--- src/rtl/rpn_pkg.sv ---
// shared types and constants of the rpn stack evaluator
package rpn_pkg;

    // operand stack geometry
    localparam int STACK_DEPTH = 16;
    localparam int ADDR_W      = $clog2(STACK_DEPTH);
    localparam int CNT_W       = $clog2(STACK_DEPTH + 1);

    // fixed field widths
    localparam int DATA_W  = 32;
    localparam int DEPTH_W = 5;

    typedef logic [2:0]               t_cmd;
    typedef logic [2:0]               t_status;
    typedef logic [3:0]               t_digit;
    typedef logic signed [DATA_W-1:0] t_value;
    typedef logic [DEPTH_W-1:0]       t_depth;

    // token codes
    localparam t_cmd CMD_PUSH   = 3'd0;
    localparam t_cmd CMD_ADD    = 3'd1;
    localparam t_cmd CMD_SUB    = 3'd2;
    localparam t_cmd CMD_MUL    = 3'd3;
    localparam t_cmd CMD_DIV    = 3'd4;
    localparam t_cmd CMD_EQUALS = 3'd5;
    localparam t_cmd CMD_ABORT  = 3'd6;

    // status codes
    localparam t_status ST_OK        = 3'd0;
    localparam t_status ST_UNDERFLOW = 3'd1;
    localparam t_status ST_OVERFLOW  = 3'd2;
    localparam t_status ST_DIVZERO   = 3'd3;
    localparam t_status ST_TOOMANY   = 3'd4;

endpackage

--- src/rtl/rpn_if.sv ---
// token and result channel interfaces
interface rpn_tok_if;
    logic              valid;
    logic              ready;
    rpn_pkg::t_cmd     cmd;
    rpn_pkg::t_digit   digit;

    modport source (output valid, output cmd, output digit, input ready);
    modport sink   (input valid, input cmd, input digit, output ready);
endinterface

interface rpn_res_if;
    logic              valid;
    logic              ready;
    rpn_pkg::t_value   value;
    rpn_pkg::t_status  status;
    logic              done_res;
    rpn_pkg::t_depth   depth;

    modport source (output valid, output value, output status, output done_res,
                    output depth, input ready);
    modport sink   (input valid, input value, input status, input done_res,
                    input depth, output ready);
endinterface

--- src/rtl/rpn_divider.sv ---
// iterative signed divider, truncating toward zero, one quotient bit per cycle
module rpn_divider (
    input  logic                  i_clk,
    input  logic                  i_rst_n,
    input  logic                  i_start,
    input  rpn_pkg::t_value       i_dividend,
    input  rpn_pkg::t_value       i_divisor,
    output logic                  o_done,
    output rpn_pkg::t_value       o_quotient
);

    localparam int W     = rpn_pkg::DATA_W;
    localparam int STEPW = $clog2(W);

    logic [W-1:0]     r_rem;
    logic [W-1:0]     r_quo;
    logic [W-1:0]     r_div;
    logic [STEPW-1:0] r_step;
    logic             r_neg;
    logic             r_busy;
    logic             r_done;

    logic [W:0]       rem_sh;
    logic [W:0]       diff;

    // shift-subtract step
    assign rem_sh = {r_rem, r_quo[W-1]};
    assign diff   = rem_sh - {1'b0, r_div};

    always_ff @(posedge i_clk) begin
        if (!i_rst_n) begin
            r_busy <= 1'b0;
            r_done <= 1'b0;
            r_step <= '0;
        end else if (i_start) begin
            r_busy <= 1'b1;
            r_done <= 1'b0;
            r_step <= '0;
        end else if (r_busy) begin
            r_step <= r_step + 1'b1;
            if (r_step == STEPW'(W - 1)) begin
                r_busy <= 1'b0;
                r_done <= 1'b1;
            end
        end else begin
            r_done <= 1'b0;
        end
    end

    // operand magnitudes and partial remainder
    always_ff @(posedge i_clk) begin
        if (i_start) begin
            r_neg <= i_dividend[W-1] ^ i_divisor[W-1];
            r_quo <= i_dividend[W-1] ? W'(-i_dividend) : W'(i_dividend);
            r_div <= i_divisor[W-1] ? W'(-i_divisor) : W'(i_divisor);
            r_rem <= '0;
        end else if (r_busy) begin
            if (!diff[W]) begin
                r_rem <= diff[W-1:0];
                r_quo <= {r_quo[W-2:0], 1'b1};
            end else begin
                r_rem <= rem_sh[W-1:0];
                r_quo <= {r_quo[W-2:0], 1'b0};
            end
        end
    end

    assign o_done     = r_done;
    assign o_quotient = r_neg ? rpn_pkg::t_value'(-r_quo) : rpn_pkg::t_value'(r_quo);

endmodule

--- src/rtl/rpn_stack_evaluator.sv ---
// top level of the rpn stack evaluator: control, operand stack memory, result register
//
// Evaluates reverse Polish tokens one at a time on a stack of 32-bit signed
// values held in a single-port-read, single-port-write memory with a registered
// read port; the stack count lives in a register. One token is in work at a
// time and every token gives exactly one result beat. A push, an abort or any
// token that fails its depth check goes straight to the output state, equals
// reads the stack once, add, subtract and multiply take two memory reads, the
// operation and the write-back, and divide runs the 32-step shift-subtract
// divider between its reads and the write-back unless the divisor is zero. A
// new token is taken while the previous result still waits in the output register;
// the block stalls only when a second result is ready before the first has left.
module rpn_stack_evaluator (
    input  logic          i_clk,
    input  logic          i_rst_n,
    rpn_tok_if.sink       i_tok,
    rpn_res_if.source     o_res
);

    localparam int DEPTH = rpn_pkg::STACK_DEPTH;
    localparam int AW    = rpn_pkg::ADDR_W;
    localparam int CW    = rpn_pkg::CNT_W;
    localparam int W     = rpn_pkg::DATA_W;

    typedef enum logic [2:0] {
        S_IDLE,
        S_RD1,
        S_RD2,
        S_DIV,
        S_WB,
        S_OUT
    } t_state;

    t_state            r_state;
    logic [CW-1:0]     r_count;
    rpn_pkg::t_cmd     r_cmd;
    logic [W-1:0]      r_right;
    logic [W-1:0]      r_res;
    rpn_pkg::t_status  r_status;
    logic              r_done;

    logic              r_out_valid;
    rpn_pkg::t_value   r_out_value;
    rpn_pkg::t_status  r_out_status;
    logic              r_out_done;
    rpn_pkg::t_depth   r_out_depth;

    // stack memory
    logic [W-1:0]      mem [DEPTH];
    logic [W-1:0]      r_rdata;
    logic              mem_we;
    logic [AW-1:0]     mem_waddr;
    logic [W-1:0]      mem_wdata;
    logic              mem_re;
    logic [AW-1:0]     mem_raddr;

    logic              tok_acc;
    logic              is_arith;
    logic [CW-1:0]     cnt_m1;
    logic [CW-1:0]     cnt_m2;
    logic              out_free;

    logic              div_start;
    logic              div_done;
    rpn_pkg::t_value   div_q;

    assign i_tok.ready = (r_state == S_IDLE);
    assign tok_acc     = i_tok.valid && i_tok.ready;
    assign is_arith    = (i_tok.cmd == rpn_pkg::CMD_ADD) || (i_tok.cmd == rpn_pkg::CMD_SUB)
                      || (i_tok.cmd == rpn_pkg::CMD_MUL) || (i_tok.cmd == rpn_pkg::CMD_DIV);
    assign cnt_m1      = r_count - 1'b1;
    assign cnt_m2      = r_count - CW'(2);
    assign out_free    = !r_out_valid || o_res.ready;
    assign div_start   = (r_state == S_RD2) && (r_cmd == rpn_pkg::CMD_DIV) && (r_right != '0);

    // memory access control
    always_comb begin
        mem_we    = 1'b0;
        mem_waddr = cnt_m2[AW-1:0];
        mem_wdata = r_res;
        mem_re    = 1'b0;
        mem_raddr = cnt_m1[AW-1:0];
        case (r_state)
            S_IDLE: begin
                if (tok_acc) begin
                    if (i_tok.cmd == rpn_pkg::CMD_PUSH) begin
                        mem_we    = (r_count < CW'(DEPTH));
                        mem_waddr = r_count[AW-1:0];
                        mem_wdata = W'(i_tok.digit);
                    end else if (is_arith) begin
                        mem_re = (r_count >= CW'(2));
                    end else if (i_tok.cmd == rpn_pkg::CMD_EQUALS) begin
                        mem_re = (r_count == CW'(1));
                    end
                end
            end
            S_RD1: begin
                mem_re    = (r_cmd != rpn_pkg::CMD_EQUALS);
                mem_raddr = cnt_m2[AW-1:0];
            end
            S_WB: begin
                mem_we = 1'b1;
            end
            default: begin
            end
        endcase
    end

    always_ff @(posedge i_clk) begin
        if (mem_we) begin
            mem[mem_waddr] <= mem_wdata;
        end
        if (mem_re) begin
            r_rdata <= mem[mem_raddr];
        end
    end

    rpn_divider u_div (
        .i_clk      (i_clk),
        .i_rst_n    (i_rst_n),
        .i_start    (div_start),
        .i_dividend (rpn_pkg::t_value'(r_rdata)),
        .i_divisor  (rpn_pkg::t_value'(r_right)),
        .o_done     (div_done),
        .o_quotient (div_q)
    );

    // sequencer, stack count and result register
    always_ff @(posedge i_clk) begin
        if (!i_rst_n) begin
            r_state     <= S_IDLE;
            r_count     <= '0;
            r_out_valid <= 1'b0;
        end else begin
            if ((r_state == S_OUT) && out_free) begin
                r_out_valid <= 1'b1;
            end else if (o_res.ready) begin
                r_out_valid <= 1'b0;
            end
            case (r_state)
                S_IDLE: begin
                    if (tok_acc) begin
                        r_cmd <= i_tok.cmd;
                        if (i_tok.cmd == rpn_pkg::CMD_PUSH) begin
                            r_state <= S_OUT;
                            if (r_count >= CW'(DEPTH)) begin
                                r_count  <= '0;
                                r_res    <= '0;
                                r_status <= rpn_pkg::ST_OVERFLOW;
                                r_done   <= 1'b1;
                            end else begin
                                r_count  <= r_count + 1'b1;
                                r_res    <= W'(i_tok.digit);
                                r_status <= rpn_pkg::ST_OK;
                                r_done   <= 1'b0;
                            end
                        end else if (is_arith) begin
                            r_res <= '0;
                            if (r_count < CW'(2)) begin
                                r_count  <= '0;
                                r_status <= rpn_pkg::ST_UNDERFLOW;
                                r_done   <= 1'b1;
                                r_state  <= S_OUT;
                            end else begin
                                r_status <= rpn_pkg::ST_OK;
                                r_done   <= 1'b0;
                                r_state  <= S_RD1;
                            end
                        end else if (i_tok.cmd == rpn_pkg::CMD_EQUALS) begin
                            r_res  <= '0;
                            r_done <= 1'b1;
                            if (r_count == '0) begin
                                r_status <= rpn_pkg::ST_UNDERFLOW;
                                r_state  <= S_OUT;
                            end else if (r_count > CW'(1)) begin
                                r_count  <= '0;
                                r_status <= rpn_pkg::ST_TOOMANY;
                                r_state  <= S_OUT;
                            end else begin
                                r_status <= rpn_pkg::ST_OK;
                                r_state  <= S_RD1;
                            end
                        end else begin
                            // abort and the spare code
                            r_count  <= '0;
                            r_res    <= '0;
                            r_status <= rpn_pkg::ST_OK;
                            r_done   <= 1'b1;
                            r_state  <= S_OUT;
                        end
                    end
                end
                S_RD1: begin
                    if (r_cmd == rpn_pkg::CMD_EQUALS) begin
                        r_res   <= r_rdata;
                        r_count <= '0;
                        r_state <= S_OUT;
                    end else begin
                        r_right <= r_rdata;
                        r_state <= S_RD2;
                    end
                end
                S_RD2: begin
                    // left operand is in the read register now
                    case (r_cmd)
                        rpn_pkg::CMD_ADD: begin
                            r_res   <= r_rdata + r_right;
                            r_state <= S_WB;
                        end
                        rpn_pkg::CMD_SUB: begin
                            r_res   <= r_rdata - r_right;
                            r_state <= S_WB;
                        end
                        rpn_pkg::CMD_MUL: begin
                            r_res   <= W'(r_rdata * r_right);
                            r_state <= S_WB;
                        end
                        default: begin
                            if (r_right == '0) begin
                                r_count  <= '0;
                                r_status <= rpn_pkg::ST_DIVZERO;
                                r_done   <= 1'b1;
                                r_state  <= S_OUT;
                            end else begin
                                r_state <= S_DIV;
                            end
                        end
                    endcase
                end
                S_DIV: begin
                    if (div_done) begin
                        r_res   <= W'(div_q);
                        r_state <= S_WB;
                    end
                end
                S_WB: begin
                    r_count <= cnt_m1;
                    r_state <= S_OUT;
                end
                S_OUT: begin
                    if (out_free) begin
                        r_out_value  <= rpn_pkg::t_value'(r_res);
                        r_out_status <= r_status;
                        r_out_done   <= r_done;
                        r_out_depth  <= rpn_pkg::t_depth'(r_count);
                        r_state      <= S_IDLE;
                    end
                end
                default: begin
                    r_state <= S_IDLE;
                end
            endcase
        end
    end

    assign o_res.valid    = r_out_valid;
    assign o_res.value    = r_out_value;
    assign o_res.status   = r_out_status;
    assign o_res.done_res = r_out_done;
    assign o_res.depth    = r_out_depth;

endmodule
--- src/flat_wrapper.sv ---
// flat-port wrapper written by rule: the top's interface ports become plain ports
module rpn_stack_evaluator_flat 
  (i_clk, i_rst_n, i_tok_valid, i_tok_cmd, i_tok_digit, i_tok_ready, o_res_valid, o_res_value, o_res_status, o_res_done_res, o_res_depth, o_res_ready);
  rpn_tok_if i_tok_i ();
  rpn_res_if o_res_i ();
  input  logic i_clk;
  input  logic i_rst_n;
  input wire logic [$bits(i_tok_i.valid)-1:0] i_tok_valid;
  input wire logic [$bits(i_tok_i.cmd)-1:0] i_tok_cmd;
  input wire logic [$bits(i_tok_i.digit)-1:0] i_tok_digit;
  output wire logic [$bits(i_tok_i.ready)-1:0] i_tok_ready;
  output wire logic [$bits(o_res_i.valid)-1:0] o_res_valid;
  output wire logic [$bits(o_res_i.value)-1:0] o_res_value;
  output wire logic [$bits(o_res_i.status)-1:0] o_res_status;
  output wire logic [$bits(o_res_i.done_res)-1:0] o_res_done_res;
  output wire logic [$bits(o_res_i.depth)-1:0] o_res_depth;
  input wire logic [$bits(o_res_i.ready)-1:0] o_res_ready;
  assign i_tok_i.valid = i_tok_valid;
  assign i_tok_i.cmd = i_tok_cmd;
  assign i_tok_i.digit = i_tok_digit;
  assign i_tok_ready = i_tok_i.ready;
  assign o_res_valid = o_res_i.valid;
  assign o_res_value = o_res_i.value;
  assign o_res_status = o_res_i.status;
  assign o_res_done_res = o_res_i.done_res;
  assign o_res_depth = o_res_i.depth;
  assign o_res_i.ready = o_res_ready;
  rpn_stack_evaluator u_core (.i_clk(i_clk), .i_rst_n(i_rst_n), .i_tok(i_tok_i), .o_res(o_res_i));
endmodule
--- config.mk ---
export PLATFORM = sky130hd
export DESIGN_NAME = rpn_stack_evaluator_flat
export DESIGN_NICKNAME = d
export VERILOG_FILES = /design/src/rtl/rpn_pkg.sv /design/src/rtl/rpn_if.sv /design/src/rtl/rpn_divider.sv /design/src/rtl/rpn_stack_evaluator.sv /design/src/flat_wrapper.sv
export SDC_FILE = /design/constraint.sdc
export NUM_CORES = 2
export LEC_CHECK = 0
export BUFFER_PORTS_ARGS = -buffer_cell sky130_fd_sc_hd__buf_2
export CORE_MARGIN = 2
export CORE_UTILIZATION = 65
export CTS_BUF_LIST = sky130_fd_sc_hd__clkbuf_16
export DETAILED_ROUTE_END_ITERATION = 6
export GPL_TIMING_DRIVEN = 0
export HOLD_SLACK_MARGIN = 0.06
export PLACE_DENSITY = 0.86
export SLEW_MARGIN = 20
export SYNTH_ARGS = -nofsm -noshare
export SYNTH_HDL_FRONTEND = slang
export SYNTH_HIERARCHICAL = 1
export SYNTH_SLANG_ARGS = --single-unit
--- constraint.sdc ---
create_clock -name i_clk -period 14.9 [get_ports i_clk]
set_input_delay 2.98 -clock i_clk [delete_from_list [all_inputs] [get_ports i_clk]]
set_output_delay 2.98 -clock i_clk [all_outputs]
set_load 0.05 [all_outputs]
==> out/metrics.yaml <==
hold_path:
  hp-class: "flop to flop"
  hold_path_depth: 0
  min-delay-start: "u_core/r_done"
  min_to: "u_core/o_res.done_res"
sta:
  period_share_pct: 65.3
  setup_tns_ps: 0
  setup_viol: 0
  worst_hold_slack_ps: 426
  fmax_mhz: 103
  slew_headroom_pct: 21.4
  worstMarginPinSlew_ps: 1180
  hold_violations: 0
  finClkSkew_ps: 33.5
  final_max_slew_viol_count: 0
  min_period_ps: 9740
  rsz0062_at_grt: "no"
worst_setup_path:
  critPathCaptureType: "flop"
  critPathMaxFanout: 10
  timing.rr.start: "u_core/r_rdata[3]"
  cp.arrival_ps: 10080
  crit_required_ps: 15240
  critPathKind: "flop to flop"
  reg2reg_slack_ps: 5160
  reg2reg_to: "u_core/r_res[31]"
  reg2regPathDepth: 23
  start_kind: "flop"
global_routing:
  met1_usage_pct: 49.0
  grt_use_met3_pct: 9.34
  track_usage_pct: 40.2
  antenna_found_initial: 9
  grt_max_degree: 33
  globalRouteMet2Util_pct: 64.7
  grt-ovfl-total: 0
  grt_pass1_wl_um: 240000
  top_usage_layer: "met2"
  first_global_vias: 38200
layout:
  nets: 5099
  fill_cells: 5117
  layout_commonest_cell: "edfxtp_1"
  drive_above_1_share_pct: 8.90
  area_growth_pct: 9.42
  finalCoreUtilization_pct: 71.8
  final_cell_mix: "721 x edfxtp_1, 467 x inv_1, 410 x fa_1"
synth:
  ys_async_sr_fraction_pct: 0
  netlist_area_um2: 51900
  postSynthCellCount: 4314
  syn_nets: 4935
  ys_seq_area_share_pct: 43.6
  ys_ff_latch: 769
  ys.flop_type: "edfxtp_1"
  yosys_warnings: 6
  avgSynthCellArea_um2: 12.0
  ys_types: 86
  synth_edf_count: 721
placed_design:
  port_buffers: 53
  dpl.hpwl_um: 113000
  place_congestion: 1.02
floorplan:
  core_um2: 79000
  die_w_um: 286
  die_h_um: 286
  io_pins: 54
  rows: 103
  die-area_um2: 82100
  initial_utilization_pct: 65.6
routing:
  routed_via_density: 6.71
  dr.first_iter.drc_count: 5014
  first_pass_iters: 7
  wirelength_um: 162000
  vias: 37600
  drc: 0
  wire_per_inst_um: 29.0
  antenna_left: 0
clock_tree:
  cts_buffer_depth: 3
  cts_tree: "built"
  numCtsBuffers: 76
  clock_latency_ps: 650
  cts_max_level: 3
  cts_root_buf: "clkbuf_16"
  clk_pin_slew_ps: 60
  clock_sinks: 769
  cts_resized: 0
  cts_setup_buffers: 0
  ctsHoldBuffers: 0
run:
  max_cap_violations: 0
status:
  status: "finished clean"
[per-stage QoR]
step           cells  area (µm²)  setup WS (ps)
6_report        5593       56700           5160
5_1_grt         5588       56700           5020
4_1_cts         5588       56700           5520
2_1_floorplan   4314       51900           7710
3_5_place_dp    5450       54200           5560
3_3_place_gp    5417       53400           5220
[synth_stat cells (12+ instances only)]
| library cell | n | area, µm² |
|---|---|---|
| a211oi_1 | 52 | 390 |
| a21o_1 | 40 | 300 |
| a21oi_1 | 177 | 886 |
| a311oi_1 | 24 | 210 |
| a31oi_1 | 14 | 87.6 |
| and2_1 | 341 | 2130 |
| and3_1 | 15 | 93.8 |
| buf_1 | 29 | 109 |
| clkbuf_1 | 186 | 698 |
| dfxtp_1 | 48 | 961 |
| edfxtp_1 | 721 | 21700 |
| fa_1 | 410 | 8210 |
| ha_1 | 200 | 2500 |
| inv_1 | 454 | 1700 |
| mux2_2 | 15 | 169 |
| mux2i_1 | 63 | 631 |
| mux4_2 | 128 | 2880 |
| nand2_1 | 394 | 1480 |
| nand2b_1 | 37 | 231 |
| nand3_1 | 30 | 150 |
| nand4_1 | 12 | 75.1 |
| nor2_1 | 192 | 721 |
| nor2b_1 | 50 | 313 |
| nor3_1 | 31 | 155 |
| nor4_1 | 12 | 75.1 |
| o211ai_1 | 16 | 120 |
| o21a_1 | 20 | 150 |
| o21ai_0 | 100 | 500 |
| o21bai_1 | 12 | 90.1 |
| o31ai_1 | 39 | 293 |
| o41ai_1 | 15 | 131 |
| or3_1 | 20 | 125 |
| or4_1 | 23 | 173 |
| xnor2_1 | 168 | 1470 |
| xor2_1 | 78 | 683 |
[critical path, cell delays in order (launching register included)]
cell and delay [ps]:
edfxtp_1 720, clkbuf_1 640, clkbuf_1 940, and2_1 270, fa_1 450, fa_1 390
fa_1 490, inv_1 50, fa_1 470, inv_1 50, fa_1 450, ha_1 300
fa_1 500, fa_1 440, ha_1 370, a211o_1 300, a211oi_1 310, nand4_1 230
a31oi_1 770, o31ai_1 340, a31oi_1 340, xnor2_1 150, a221oi_1 270, o211ai_1 170
[cell families (layout without fill, tap and decap cells)]
logic type                 Yosys count  in the layout  synth area share (%)
AOI/OAI and AO/OA                  605            605                  7.70
xor gates and xnor gates           247            247                  4.20
adders and majority gates          610            610                  20.7
buffers and inverters              676            900                  4.94
DFF                                769            769                  43.6
muxes                              206            206                  7.10
other                                0              5                     0
and+or+nand+nor                   1201           1201                  11.8
[how the worst max path moves through the flow]
stage,start,to,slack [ps],cells past startpoint
after CTS,u_core/r_rdata[3],u_core/r_res[31],5520,23
after floorplan,u_core/r_right[3],u_core/r_res[27],7710,24
after global placement,u_core/r_right[0],u_core/u_div/r_quo[30],5220,13
final,u_core/r_rdata[3],u_core/r_res[31],5160,23
after detailed placement,u_core/r_rdata[3],u_core/r_res[31],5560,23
after global routing,u_core/r_rdata[3],u_core/r_res[31],5020,23
[layout make-up]
class | instances | area (µm²) | share of cell area, %
antenna | 5 | 12.5 | 0.0220
buffer | 222 | 861 | 1.52
clock buffer | 78 | 1950 | 3.44
clock inverter | 60 | 563 | 0.992
inverter | 454 | 1700 | 3.00
multi-input combinational | 2869 | 26800 | 47.3
sequential | 769 | 22600 | 39.8
tap | 1050 | 1310 | 2.32
timing repair buffer | 86 | 880 | 1.55
[registers in the layout, indices dropped and copies added (netlist names)]
register	count
u_core/o_res.depth	5
u_core/o_res.value	32
u_core/o_res.done_res	1
u_core/u_div/r_quo	32
u_core/r_count	5
u_core/r_res	32
u_core/o_res.status	3
u_core/r_rdata	32
u_core/r_right	32
u_core/r_done	1
u_core/u_div/r_busy	1
u_core/o_res.valid	1
u_core/r_state	3
u_core/u_div/r_rem	32
u_core/u_div/r_div	32
u_core/u_div/r_neg	1
u_core/r_cmd	3
u_core/r_status	3
u_core/mem	512
u_core/u_div/r_step	5
u_core/u_div/o_done	1
[metal layers]
layer | part of all wire (%) | routed length, µm
met5 | 0.020 | 32
met2 | 47 | 76200
met3 | 12 | 19200
met1 | 34 | 54400
met4 | 7.8 | 12600
Power is not shown: default switching activity piles up to over one toggle a cycle in this logic, so the estimate is an artifact.
